`src/rtl/its_pkg.sv`:
```
// ----------------------------------------------------------------------------
// its_pkg: shared types and constants of the inertial touch scroll block
// Event and action codes, limits, register indexes, and the structs passed
// between the configuration registers, the serial divider and the sequencer.
// ----------------------------------------------------------------------------
`default_nettype none

package its_pkg;

  localparam int MAX_SCROLL_CAP = 28671;
  localparam int VEL_WINDOW_MS  = 100;
  localparam int MS_PER_S       = 1000;
  localparam int VEL_CLAMP      = 4200;
  localparam int MIN_DURATION   = 220;
  localparam int SETTLE_VEL     = 80;
  localparam int SETTLE_DIST    = 8;

  localparam int CFG_IDX_W  = 3;
  localparam int CFG_DATA_W = 16;

  localparam int DIV_W  = 25;
  localparam int DSOR_W = 10;
  localparam int CNT_W  = 5;

  localparam logic [CFG_IDX_W-1:0] REG_MAX_SCROLL   = 3'd0;
  localparam logic [CFG_IDX_W-1:0] REG_VIEWPORT     = 3'd1;
  localparam logic [CFG_IDX_W-1:0] REG_OVERSCROLL   = 3'd2;
  localparam logic [CFG_IDX_W-1:0] REG_MOMENTUM     = 3'd3;
  localparam logic [CFG_IDX_W-1:0] REG_MAX_INERTIA  = 3'd4;
  localparam logic [CFG_IDX_W-1:0] REG_BOUNCE       = 3'd5;

  localparam logic [14:0] RST_MAX_SCROLL  = 15'd0;
  localparam logic [11:0] RST_VIEWPORT    = 12'd320;
  localparam logic [11:0] RST_OVERSCROLL  = 12'd32;
  localparam logic [11:0] RST_MOMENTUM    = 12'd600;
  localparam logic [15:0] RST_MAX_INERTIA = 16'd1200;
  localparam logic [15:0] RST_BOUNCE      = 16'd200;

  typedef enum logic [1:0] {
    CMD_DOWN    = 2'd0,
    CMD_MOVE    = 2'd1,
    CMD_RELEASE = 2'd2,
    CMD_CANCEL  = 2'd3
  } cmd_t;

  typedef enum logic [1:0] {
    ACT_NONE   = 2'd0,
    ACT_DRAG   = 2'd1,
    ACT_SETTLE = 2'd2,
    ACT_ANIM   = 2'd3
  } action_t;

  // effective register values, already saturated, floored or doubled
  typedef struct packed {
    logic [14:0] mx;
    logic [11:0] lim;
    logic [12:0] span;
    logic [11:0] mom;
    logic [15:0] hi;
    logic [15:0] bdur;
  } cfg_t;

  typedef struct packed {
    logic              start;
    logic [DIV_W-1:0]  dividend;
    logic [DSOR_W-1:0] divisor;
  } div_req_t;

  typedef struct packed {
    logic             busy;
    logic             done;
    logic [DIV_W-1:0] quotient;
  } div_rsp_t;

endpackage

`default_nettype wire

```
`src/rtl/its_if.sv`:
```
// ----------------------------------------------------------------------------
// its_if: request channels of the inertial touch scroll block
// Touch event channel and result channel, valid/ready with payload.
// ----------------------------------------------------------------------------
`default_nettype none

interface its_touch_if;
  logic        valid;
  logic        ready;
  logic [1:0]  cmd;
  logic [11:0] touch_y;
  logic [31:0] now_ms;
  logic signed [15:0] delta_y;
  logic [14:0] current_scroll;

  modport source (output valid, cmd, touch_y, now_ms, delta_y, current_scroll,
                  input ready);
  modport sink (input valid, cmd, touch_y, now_ms, delta_y, current_scroll,
                output ready);
endinterface

interface its_result_if;
  logic        valid;
  logic        ready;
  logic [1:0]  action;
  logic signed [15:0] position;
  logic signed [15:0] anim_target;
  logic [14:0] anim_final;
  logic [15:0] anim_duration;
  logic        second_leg;

  modport source (output valid, action, position, anim_target, anim_final,
                  anim_duration, second_leg, input ready);
  modport sink (input valid, action, position, anim_target, anim_final,
                anim_duration, second_leg, output ready);
endinterface

`default_nettype wire

```
`src/rtl/its_cfg.sv`:
```
// ----------------------------------------------------------------------------
// its_cfg: configuration registers
// Six write-only registers and their effective values (saturated max scroll,
// floored limits, doubled viewport span).
// ----------------------------------------------------------------------------
`default_nettype none

module its_cfg (
  input  wire                                 clk,
  input  wire                                 rst,
  input  wire                                 cfg_we,
  input  wire [its_pkg::CFG_IDX_W-1:0]        cfg_index,
  input  wire [its_pkg::CFG_DATA_W-1:0]       cfg_data,
  output its_pkg::cfg_t                       cfg
);

  logic [14:0] max_scroll;
  logic [11:0] viewport_height;
  logic [11:0] overscroll_limit;
  logic [11:0] momentum_ms;
  logic [15:0] max_inertia_ms;
  logic [15:0] bounce_ms;

  always_ff @(posedge clk) begin
    if (rst) begin
      max_scroll       <= its_pkg::RST_MAX_SCROLL;
      viewport_height  <= its_pkg::RST_VIEWPORT;
      overscroll_limit <= its_pkg::RST_OVERSCROLL;
      momentum_ms      <= its_pkg::RST_MOMENTUM;
      max_inertia_ms   <= its_pkg::RST_MAX_INERTIA;
      bounce_ms        <= its_pkg::RST_BOUNCE;
    end else if (cfg_we) begin
      case (cfg_index)
        its_pkg::REG_MAX_SCROLL:  max_scroll       <= cfg_data[14:0];
        its_pkg::REG_VIEWPORT:    viewport_height  <= cfg_data[11:0];
        its_pkg::REG_OVERSCROLL:  overscroll_limit <= cfg_data[11:0];
        its_pkg::REG_MOMENTUM:    momentum_ms      <= cfg_data[11:0];
        its_pkg::REG_MAX_INERTIA: max_inertia_ms   <= cfg_data;
        its_pkg::REG_BOUNCE:      bounce_ms        <= cfg_data;
        default: ;
      endcase
    end
  end

  always_comb begin
    cfg.mx   = (max_scroll > 15'(its_pkg::MAX_SCROLL_CAP)) ?
               15'(its_pkg::MAX_SCROLL_CAP) : max_scroll;
    cfg.lim  = (overscroll_limit == 12'd0) ? 12'd1 : overscroll_limit;
    cfg.span = {viewport_height, 1'b0};
    cfg.mom  = momentum_ms;
    cfg.hi   = (max_inertia_ms > 16'(its_pkg::MIN_DURATION)) ?
               max_inertia_ms : 16'(its_pkg::MIN_DURATION);
    cfg.bdur = (bounce_ms == 16'd0) ? 16'd1 : bounce_ms;
  end

endmodule

`default_nettype wire

```
`src/rtl/its_div.sv`:
```
// ----------------------------------------------------------------------------
// its_div: shared serial divider
// Restoring unsigned divide, one quotient bit per cycle, done pulse at end.
// ----------------------------------------------------------------------------
`default_nettype none

module its_div (
  input  wire                 clk,
  input  wire                 rst,
  input  its_pkg::div_req_t   req,
  output its_pkg::div_rsp_t   rsp
);

  localparam int DW = its_pkg::DIV_W;
  localparam int SW = its_pkg::DSOR_W;
  localparam int CW = its_pkg::CNT_W;

  logic          busy;
  logic          done;
  logic [CW-1:0] cnt;
  logic [SW-1:0] rem;
  logic [DW-1:0] quo;
  logic [SW-1:0] dsor;
  logic [SW:0]   shifted;
  logic [SW:0]   trial;
  logic          ge;

  assign shifted = {rem, quo[DW-1]};
  assign trial   = shifted - {1'b0, dsor};
  assign ge      = (shifted >= {1'b0, dsor});

  always_ff @(posedge clk) begin
    if (rst) begin
      busy <= 1'b0;
      done <= 1'b0;
      cnt  <= '0;
    end else begin
      done <= busy && !req.start && (cnt == CW'(DW - 1));
      if (req.start) begin
        busy <= 1'b1;
        cnt  <= '0;
      end else if (busy) begin
        cnt <= cnt + 1'b1;
        if (cnt == CW'(DW - 1)) begin
          busy <= 1'b0;
        end
      end
    end
  end

  always_ff @(posedge clk) begin
    if (req.start) begin
      rem  <= '0;
      quo  <= req.dividend;
      dsor <= req.divisor;
    end else if (busy) begin
      rem <= ge ? trial[SW-1:0] : shifted[SW-1:0];
      quo <= {quo[DW-2:0], ge};
    end
  end

  assign rsp.busy     = busy;
  assign rsp.done     = done;
  assign rsp.quotient = quo;

endmodule

`default_nettype wire

```
`src/rtl/inertial_touch_scroll.sv`:
```
// Down, cancel and idle events run no divide; a release runs one divide and then sequencing;
// a move runs divides for instant velocity and smoothing when inside the velocity window,
// and for the rubber band when out of range. A result also waits for the previous one to
// leave the output.
// One event at a time; the next request is taken the cycle after the result is registered.
// Reset: synchronous, active high; clears drag state and loads register defaults.
// ----------------------------------------------------------------------------
// inertial_touch_scroll: touch drag, momentum and overscroll bounce
// Sequencer over one shared serial divider; drag state and result staging.
// ----------------------------------------------------------------------------
`default_nettype none

module inertial_touch_scroll (
  input  wire                            clk,
  input  wire                            rst,
  input  wire                            cfg_we,
  input  wire [its_pkg::CFG_IDX_W-1:0]   cfg_index,
  input  wire [its_pkg::CFG_DATA_W-1:0]  cfg_data,
  its_touch_if.sink                      touch,
  its_result_if.source                   result
);

  typedef enum logic [7:0] {
    S_IDLE  = 8'b0000_0001,
    S_START = 8'b0000_0010,
    S_LOAD  = 8'b0000_0100,
    S_WAIT  = 8'b0000_1000,
    S_BAND  = 8'b0001_0000,
    S_REL1  = 8'b0010_0000,
    S_REL2  = 8'b0100_0000,
    S_DONE  = 8'b1000_0000
  } state_t;

  typedef enum logic [1:0] {
    PH_INST   = 2'd0,
    PH_SMOOTH = 2'd1,
    PH_BAND   = 2'd2,
    PH_TR     = 2'd3
  } phase_t;

  its_pkg::cfg_t     cfg;
  its_pkg::div_req_t div_req;
  its_pkg::div_rsp_t div_rsp;

  state_t state;
  phase_t phase;

  // request latch
  its_pkg::cmd_t      cmd_r;
  logic [11:0]        ty_r;
  logic [31:0]        now_r;
  logic signed [15:0] dy_r;
  logic [14:0]        cur_r;

  // drag state
  logic               dragging;
  logic [11:0]        last_pos;
  logic [31:0]        last_time;
  logic signed [23:0] vel;
  logic [14:0]        start_off;
  logic signed [16:0] vis;

  // working registers
  logic signed [25:0] acc;
  logic [9:0]         dsor;
  logic               band_neg;
  logic signed [13:0] travel_r;
  logic [14:0]        fin_r;
  logic signed [17:0] tgt_r;
  logic               bounce_r;

  // result staging
  its_pkg::action_t   res_action;
  logic signed [15:0] res_pos;
  logic signed [15:0] res_tgt;
  logic [14:0]        res_fin;
  logic [15:0]        res_dur;
  logic               res_leg;

  its_cfg u_cfg (
    .clk       (clk),
    .rst       (rst),
    .cfg_we    (cfg_we),
    .cfg_index (cfg_index),
    .cfg_data  (cfg_data),
    .cfg       (cfg)
  );

  its_div u_div (
    .clk (clk),
    .rst (rst),
    .req (div_req),
    .rsp (div_rsp)
  );

  logic signed [17:0] mx_s;
  logic signed [17:0] lim_s;
  logic signed [17:0] vis18;
  logic [31:0]        el;
  logic               win;
  logic signed [12:0] diff13;
  logic signed [25:0] numer;
  logic signed [13:0] velc;
  logic signed [25:0] mom26;
  logic signed [25:0] prod;
  logic               vel_small;
  logic signed [25:0] qs;
  logic signed [25:0] smooth_num;
  logic signed [17:0] s18;
  logic               s_lo;
  logic               s_hi;
  logic signed [17:0] band_num;
  logic [11:0]        dd;
  logic signed [17:0] band_pos;
  logic signed [25:0] span26;
  logic signed [13:0] travel;
  logic signed [17:0] raw;
  logic [14:0]        fin;
  logic               bounce;
  logic signed [17:0] tgt;
  logic signed [17:0] dlt;
  logic [17:0]        dist_px;
  logic [17:0]        dur18;
  logic [15:0]        dur;
  logic               settle;
  logic               leg;
  logic [14:0]        ctgt;
  logic [14:0]        start_c;

  assign mx_s  = $signed({3'b0, cfg.mx});
  assign lim_s = $signed({6'b0, cfg.lim});
  assign vis18 = 18'(vis);

  // move: instant velocity numerator
  assign el     = now_r - last_time;
  assign win    = (el != 32'd0) && (el <= 32'(its_pkg::VEL_WINDOW_MS));
  assign diff13 = $signed({1'b0, last_pos}) - $signed({1'b0, ty_r});
  assign numer  = 26'(diff13) * 26'(its_pkg::MS_PER_S);

  // release: clamped velocity times momentum time
  assign velc = (vel > 24'(its_pkg::VEL_CLAMP)) ? 14'(its_pkg::VEL_CLAMP) :
                (vel < -24'(its_pkg::VEL_CLAMP)) ? -14'(its_pkg::VEL_CLAMP) :
                14'(vel);
  assign mom26     = $signed({14'b0, cfg.mom});
  assign prod      = 26'(velc) * mom26;
  assign vel_small = (vel < 24'(its_pkg::SETTLE_VEL)) &&
                     (vel > -24'(its_pkg::SETTLE_VEL));

  // signed quotient, truncated toward zero
  assign qs = acc[25] ? -$signed({1'b0, div_rsp.quotient}) :
                        $signed({1'b0, div_rsp.quotient});
  assign smooth_num = (26'(vel) <<< 1) + qs;

  // rubber band
  assign s18      = $signed({3'b0, start_off}) - 18'(dy_r);
  assign s_lo     = (s18 < 18'sd0);
  assign s_hi     = (s18 > mx_s);
  assign band_num = s_lo ? (18'sd2 - s18) : (s18 - mx_s + 18'sd2);
  assign dd       = (div_rsp.quotient < 25'(cfg.lim)) ? div_rsp.quotient[11:0] : cfg.lim;
  assign band_pos = band_neg ? -$signed({6'b0, dd}) : mx_s + $signed({6'b0, dd});

  // release travel and targets
  assign span26 = $signed({13'b0, cfg.span});
  assign travel = (qs > span26) ? $signed({1'b0, cfg.span}) :
                  (qs < -span26) ? -$signed({1'b0, cfg.span}) : 14'(qs);
  assign raw    = vis18 + 18'(travel_r);
  assign fin    = (raw < 18'sd0) ? 15'd0 : (raw > mx_s) ? cfg.mx : raw[14:0];
  assign bounce = (vis18 < 18'sd0) || (vis18 > mx_s) || (raw < 18'sd0) || (raw > mx_s);
  assign tgt    = !bounce ? $signed({3'b0, fin}) :
                  (raw < -lim_s) ? -lim_s :
                  (raw > mx_s + lim_s) ? mx_s + lim_s : raw;

  assign dlt     = tgt_r - vis18;
  assign dist_px = dlt[17] ? 18'(-dlt) : 18'(dlt);
  assign dur18   = 18'(its_pkg::MIN_DURATION) + (dist_px >> 1);
  assign dur     = (dur18 > {2'b0, cfg.hi}) ? cfg.hi : dur18[15:0];
  assign settle  = !bounce_r && (dist_px < 18'(its_pkg::SETTLE_DIST)) && vel_small;
  assign leg     = bounce_r && (tgt_r != $signed({3'b0, fin_r}));

  assign ctgt    = (vis18 < 18'sd0) ? 15'd0 : (vis18 > mx_s) ? cfg.mx : vis[14:0];
  assign start_c = (cur_r > cfg.mx) ? cfg.mx : cur_r;

  assign div_req.start    = (state == S_LOAD);
  assign div_req.dividend = acc[25] ? 25'(-acc) : acc[24:0];
  assign div_req.divisor  = dsor;

  assign touch.ready = (state == S_IDLE);

  always_ff @(posedge clk) begin
    if (rst) begin
      state        <= S_IDLE;
      dragging     <= 1'b0;
      last_pos     <= '0;
      last_time    <= '0;
      vel          <= '0;
      start_off    <= '0;
      vis          <= '0;
      result.valid <= 1'b0;
    end else begin
      if (result.ready && (state != S_DONE)) begin
        result.valid <= 1'b0;
      end
      case (state)
        S_IDLE: begin
          if (touch.valid) begin
            cmd_r      <= its_pkg::cmd_t'(touch.cmd);
            ty_r       <= touch.touch_y;
            now_r      <= touch.now_ms;
            dy_r       <= touch.delta_y;
            cur_r      <= touch.current_scroll;
            res_action <= its_pkg::ACT_NONE;
            res_pos    <= '0;
            res_tgt    <= '0;
            res_fin    <= '0;
            res_dur    <= '0;
            res_leg    <= 1'b0;
            state      <= S_START;
          end
        end
        S_START: begin
          if (cmd_r == its_pkg::CMD_DOWN) begin
            last_pos  <= ty_r;
            last_time <= now_r;
            vel       <= '0;
            start_off <= start_c;
            vis       <= 17'(start_c);
            dragging  <= 1'b1;
            state     <= S_DONE;
          end else if (dragging) begin
            case (cmd_r)
              its_pkg::CMD_MOVE: begin
                acc       <= numer;
                dsor      <= el[9:0];
                phase     <= PH_INST;
                last_pos  <= ty_r;
                last_time <= now_r;
                state     <= win ? S_LOAD : S_BAND;
              end
              its_pkg::CMD_RELEASE: begin
                acc   <= prod;
                dsor  <= 10'(its_pkg::MS_PER_S);
                phase <= PH_TR;
                state <= S_LOAD;
              end
              default: begin
                vel        <= '0;
                res_action <= its_pkg::ACT_ANIM;
                res_tgt    <= 16'(ctgt);
                res_fin    <= ctgt;
                res_dur    <= cfg.bdur;
                vis        <= 17'(ctgt);
                dragging   <= 1'b0;
                state      <= S_DONE;
              end
            endcase
          end else begin
            state <= S_DONE;
          end
        end
        S_LOAD: begin
          state <= S_WAIT;
        end
        S_WAIT: begin
          if (div_rsp.done) begin
            case (phase)
              PH_INST: begin
                acc   <= smooth_num;
                dsor  <= 10'd3;
                phase <= PH_SMOOTH;
                state <= S_LOAD;
              end
              PH_SMOOTH: begin
                vel   <= 24'(qs);
                state <= S_BAND;
              end
              PH_BAND: begin
                vis        <= 17'(band_pos);
                res_action <= its_pkg::ACT_DRAG;
                res_pos    <= 16'(band_pos);
                state      <= S_DONE;
              end
              default: begin
                travel_r <= travel;
                state    <= S_REL1;
              end
            endcase
          end
        end
        S_BAND: begin
          if (s_lo || s_hi) begin
            acc      <= 26'(band_num);
            dsor     <= 10'd3;
            band_neg <= s_lo;
            phase    <= PH_BAND;
            state    <= S_LOAD;
          end else begin
            vis        <= 17'(s18);
            res_action <= its_pkg::ACT_DRAG;
            res_pos    <= 16'(s18);
            state      <= S_DONE;
          end
        end
        S_REL1: begin
          fin_r    <= fin;
          tgt_r    <= tgt;
          bounce_r <= bounce;
          state    <= S_REL2;
        end
        S_REL2: begin
          vis      <= 17'(fin_r);
          dragging <= 1'b0;
          if (settle) begin
            res_action <= its_pkg::ACT_SETTLE;
            res_pos    <= 16'(fin_r);
          end else begin
            res_action <= its_pkg::ACT_ANIM;
            res_tgt    <= 16'(tgt_r);
            res_fin    <= fin_r;
            res_dur    <= dur;
            res_leg    <= leg;
          end
          state <= S_DONE;
        end
        S_DONE: begin
          if (!result.valid || result.ready) begin
            result.valid         <= 1'b1;
            result.action        <= res_action;
            result.position      <= res_pos;
            result.anim_target   <= res_tgt;
            result.anim_final    <= res_fin;
            result.anim_duration <= res_dur;
            result.second_leg    <= res_leg;
            state                <= S_IDLE;
          end
        end
        default: begin
          state <= S_IDLE;
        end
      endcase
    end
  end

`ifndef SYNTHESIS
  a_div_busy_in_wait: assert property (@(posedge clk) disable iff (rst)
    div_rsp.busy |-> (state == S_WAIT))
    else $error("divider running outside wait state");

  a_accept_starts: assert property (@(posedge clk) disable iff (rst)
    (touch.valid && touch.ready) |=> (state == S_START))
    else $error("accepted request did not start");

  a_anim_ends_drag: assert property (@(posedge clk) disable iff (rst)
    ((state == S_DONE) && (res_action == its_pkg::ACT_ANIM)) |-> !dragging)
    else $error("animation result while still dragging");

  a_drag_keeps_drag: assert property (@(posedge clk) disable iff (rst)
    ((state == S_DONE) && (res_action == its_pkg::ACT_DRAG)) |-> dragging)
    else $error("drag result without an active drag");

  a_done_holds: assert property (@(posedge clk) disable iff (rst)
    ((state == S_DONE) && result.valid && !result.ready) |=> (state == S_DONE))
    else $error("result staging overwrote a pending result");
`endif

endmodule

`default_nettype wire
```
`src/flat_wrapper.sv`:
```
// flat-port wrapper written by rule: the top's interface ports become plain ports
module inertial_touch_scroll_flat 
  (clk, rst, cfg_we, cfg_index, cfg_data, touch_valid, touch_cmd, touch_touch_y, touch_now_ms, touch_delta_y, touch_current_scroll, touch_ready, result_valid, result_action, result_position, result_anim_target, result_anim_final, result_anim_duration, result_second_leg, result_ready);
  its_touch_if touch_i ();
  its_result_if result_i ();
  input  wire clk;
  input  wire rst;
  input  wire cfg_we;
  input  wire [its_pkg::CFG_IDX_W-1:0] cfg_index;
  input  wire [its_pkg::CFG_DATA_W-1:0] cfg_data;
  input wire logic [$bits(touch_i.valid)-1:0] touch_valid;
  input wire logic [$bits(touch_i.cmd)-1:0] touch_cmd;
  input wire logic [$bits(touch_i.touch_y)-1:0] touch_touch_y;
  input wire logic [$bits(touch_i.now_ms)-1:0] touch_now_ms;
  input wire logic [$bits(touch_i.delta_y)-1:0] touch_delta_y;
  input wire logic [$bits(touch_i.current_scroll)-1:0] touch_current_scroll;
  output wire logic [$bits(touch_i.ready)-1:0] touch_ready;
  output wire logic [$bits(result_i.valid)-1:0] result_valid;
  output wire logic [$bits(result_i.action)-1:0] result_action;
  output wire logic [$bits(result_i.position)-1:0] result_position;
  output wire logic [$bits(result_i.anim_target)-1:0] result_anim_target;
  output wire logic [$bits(result_i.anim_final)-1:0] result_anim_final;
  output wire logic [$bits(result_i.anim_duration)-1:0] result_anim_duration;
  output wire logic [$bits(result_i.second_leg)-1:0] result_second_leg;
  input wire logic [$bits(result_i.ready)-1:0] result_ready;
  assign touch_i.valid = touch_valid;
  assign touch_i.cmd = touch_cmd;
  assign touch_i.touch_y = touch_touch_y;
  assign touch_i.now_ms = touch_now_ms;
  assign touch_i.delta_y = touch_delta_y;
  assign touch_i.current_scroll = touch_current_scroll;
  assign touch_ready = touch_i.ready;
  assign result_valid = result_i.valid;
  assign result_action = result_i.action;
  assign result_position = result_i.position;
  assign result_anim_target = result_i.anim_target;
  assign result_anim_final = result_i.anim_final;
  assign result_anim_duration = result_i.anim_duration;
  assign result_second_leg = result_i.second_leg;
  assign result_i.ready = result_ready;
  inertial_touch_scroll u_core (.clk(clk), .rst(rst), .cfg_we(cfg_we), .cfg_index(cfg_index), .cfg_data(cfg_data), .touch(touch_i), .result(result_i));
endmodule
```
`config.mk`:
```
export PLATFORM = sky130hd
export DESIGN_NAME = inertial_touch_scroll_flat
export DESIGN_NICKNAME = d
export VERILOG_FILES = /design/src/rtl/its_pkg.sv /design/src/rtl/its_if.sv /design/src/rtl/its_cfg.sv /design/src/rtl/its_div.sv /design/src/rtl/inertial_touch_scroll.sv /design/src/flat_wrapper.sv
export SDC_FILE = /design/constraint.sdc
export NUM_CORES = 2
export LEC_CHECK = 0
export BUFFER_PORTS_ARGS = -buffer_cell sky130_fd_sc_hd__buf_2
export CELL_PAD_IN_SITES_DETAIL_PLACEMENT = 1
export CELL_PAD_IN_SITES_GLOBAL_PLACEMENT = 1
export CORE_MARGIN = 1.5
export CORE_UTILIZATION = 30
export CTS_BUF_LIST = sky130_fd_sc_hd__clkbuf_4 sky130_fd_sc_hd__clkbuf_8
export DETAILED_ROUTE_END_ITERATION = 16
export PLACE_DENSITY_LB_ADDON = 0.1
export SLEW_MARGIN = 40
export SYNTH_ARGS = -nofsm -noshare
export SYNTH_HDL_FRONTEND = slang
export SYNTH_SLANG_ARGS = --single-unit
```
`constraint.sdc`:
```
create_clock -name clk -period 8.9 [get_ports clk]
set_input_delay 0.445 -clock clk [delete_from_list [all_inputs] [get_ports clk]]
set_output_delay 0.445 -clock clk [all_outputs]
set_load 0.01 [all_outputs]
```
==> metrics.md <==
| Metric | Value |
|---|---|
| Synthesized cell area | `45600 µm²` |
| Unrepaired setup endpoints after global routing | `no` |
| R2r setup slk | `0.60 ns` |
| Hold Path Sink | `u_core.u_cfg.overscroll_limit[0]` |
| Min Hold Slack | `0.131 ns` |
| Type of destination of the critical path | `flip-flop` |
| Syn Area/Cell | `8.88 µm²` |
| Die area | `154000 µm²` |
| Comb power frac | `0.311` |
| Clock tree sinks | `541` |
| WP data required | `9.46 ns` |
| Via count | `37921` |
| Slew HR | `0.383` |
| Vias in the first global route | `39608` |
| Async set or reset register ratio after synthesis | `0` |
| Most used DFF post-synth | `edfxtp_1` |
| First-pass GRT wire length | `249 mm` |
| Initial Util | `0.303` |
| Post-Route WL | `164 mm` |
| FMAX | `121 MHz` |
| DRC viols | `0` |
| Internal power | `5310 µW` |
| Post-synth EDFFs | `331` |
| Routed wire per std cell | `21.9 µm` |
| Crit Path Class | `flip-flop to flip-flop` |
| Share of cells above drive strength 1 | `0.102` |
| Hold wc startpoint | `cfg_index[0]` |
| Power per cell area | `155 nW/µm²` |
| Mapped Cells | `5133` |
| R2r endpoint | `u_core.acc[24]` |
| Core Box Area | `150000 µm²` |
| Drt initial violations | `1756` |
| Reg2Reg Launch Point | `u_core.vel[1]` |
| Maxcap violations | `0` |
| Count of cell types in the netlist | `97` |
| Clock share of power | `0.337` |
| CTS tree | `done` |
| Synth Warn # | `0` |
| Post-DP HPWL | `129 mm` |
| Most frequent cells in the layout | `nand2_1, inv_1, ha_1` |
| DR vias/cell | `5.05` |
| Num CTS Buffers | `106` |
| Maximum VDD drop | `0.124 mV` |
| I/O Pins | `169` |
| # port buffers | `168` |
| Routability cong. | `0.887` |
| Post-route ant nets | `0` |
| Static leakage | `0.0219 µW` |
| Clk slew on worst S/H paths | `0.06 ns` |
| Worst-case reg-to-reg path depth | `29` |
| Core Util, Final | `0.348` |
| Final period util | `0.932` |
| Die Wd | `393 µm` |
| Status | `completed` |
| Seq pwr share | `0.352` |
| Root Buffer | `clkbuf_8` |
| Critical path arrival | `8.86 ns` |
| Row cnt | `142` |
| Worst Setup Start Kind | `flip-flop` |
| Clk_lat worst skew | `0.83 ns` |
| Slew @ Worst Pin | `0.918 ns` |
| Die Height | `393 µm` |
| Worst Hold Depth | `4` |
| Critical path's slowest cell | `or4b_2` |
| Final count of hold timing violations | `0` |
| Worst Path Max Fanout | `12` |
| Pin count of the biggest net entering global routing | `78` |
| Initial antenna violation count | `6` |
| Post-synthesis sequential area ratio | `0.310` |
| Drt pass-1 iters | `5` |
| Final Critical Period | `8.30 ns` |
| GRT Overall Usage | `0.212` |
| Overflow after GRT | `0` |
| Commonest non-fill, non-tap cell in the layout | `nand2_1` |
| Sw Pwr | `2790 µW` |
| Switching part of the total power | `0.345` |
| Layout Nets | `6162` |
| TNS Setup | `0 ns` |
| CP peak stage delay | `0.67 ns` |
| CTS H-tree depth | `3` |
| Clk buf depth | `3` |
| Hold Crit Class | `input pin to flip-flop` |
| Final Skew | `0.0586 ns` |
| Synth-to-Final Area Change | `14.8%` |
| Flops & latches, synth | `541` |
| Final Setup Violations | `0` |
| Slew Viols, Final | `0` |
-- synthesized netlist by cell type (all sizes together), types with 54 or more instances --
cell	n	area share
a21o	107	0.018
a21oi	401	0.044
and2	97	0.013
clkbuf	195	0.016
dfxtp	210	0.092
edfxtp	331	0.22
fa	218	0.096
ha	446	0.12
inv	550	0.045
mux2i	54	0.012
nand2	597	0.049
nand2b	64	0.0089
nand3	93	0.010
nor2	378	0.031
nor3	77	0.0087
o21ai	232	0.025
xnor2	203	0.039
xor2	92	0.018
-- critical path, delay by kind of cell (launching register included) --
family	cells	cell delay [ns]
AO/OA/AOI/OAI	9	2.09
buffers and inverters	5	0.64
AND/OR/NAND/NOR	8	1.80
XOR/XNOR	1	0.17
adder cells (fa/ha/maj)	6	2.99
flip-flops	1	0.34
-- sequential cells by signal, indices dropped and copies added (netlist names), 17 cells and up --
register,count
u_core.tgt_r,18
u_core.vel,24
u_core.acc,26
u_core.u_div.quo,25
u_core.now_r,32
u_core.vis,17
u_core.last_time,32
-- cell families after synthesis --
family,synth area share
AO/OA/AOI/OAI,0.167
flip-flops,0.310
adder cells (fa/ha/maj),0.218
XOR/XNOR,0.0567
buffers and inverters,0.0636
multiplexers,0.0148
AND/OR/NAND/NOR,0.169
other,0.000165
-- per-stage QoR --
stage	total power, µW	instances	setup slack, ns	area, µm²
6_report	8110	7502	0.605	52300
5_1_grt	8620	7501	0.00743	52300
4_1_cts	8270	7500	0.257	52300
3_5_place_dp	5430	7209	0.298	49100
3_3_place_gp	5400	7208	0.416	49000
2_1_floorplan	4590	5136	0.850	45600
-- power by group through the flow --
stage | logic, µW | clock network, µW | registers (µW)
final | 2520 | 2730 | 2860
after global routing | 2830 | 2930 | 2860
after global placement | 2490 | 0 | 2910
after CTS | 2570 | 2840 | 2860
after floorplan | 1700 | 0 | 2890
after detailed placement | 2520 | 0 | 2910
-- layer usage --
metal,GRT usage,share of wire
met5,0,0.000073
met4,0.0752,0.034
met1,0.271,0.45
met2,0.369,0.49
met3,0.0218,0.029
-- how the worst max path moves through the flow --
stage                endpoint  depth (start not counted)  slack [ns]      startpoint
3_3_place_gp   u_core.acc[24]                         31        0.42   u_core.vel[1]
2_1_floorplan   u_core.acc[0]                         19        0.85  u_core.dy_r[1]
3_5_place_dp   u_core.acc[24]                         29        0.30   u_core.vel[1]
5_1_grt        u_core.acc[24]                         31       0.007   u_core.vel[1]
4_1_cts        u_core.acc[24]                         29        0.26   u_core.vel[1]
6_report       u_core.acc[24]                         29        0.60   u_core.vel[1]
-- what timing repair did --
item                                    4_1_cts  5_1_grt
gates resized for setup                       0        2
setup buffers                                 0        0
hold endpoints to repair                    160        0
endpoints found under the setup margin        0        2
hold buffers                                 96        0
-- area by class of cell --
cell class,count,area (µm²)
clock inverter,36,328
fill,17583,98000
multi-input combinational,3831,28800
timing repair buffer,367,2590
inverter,550,2060
clock buffer,159,1940
antenna,2,5.00
tap,2016,2520
sequential,541,14100
Power figures use the tool's default switching activity.
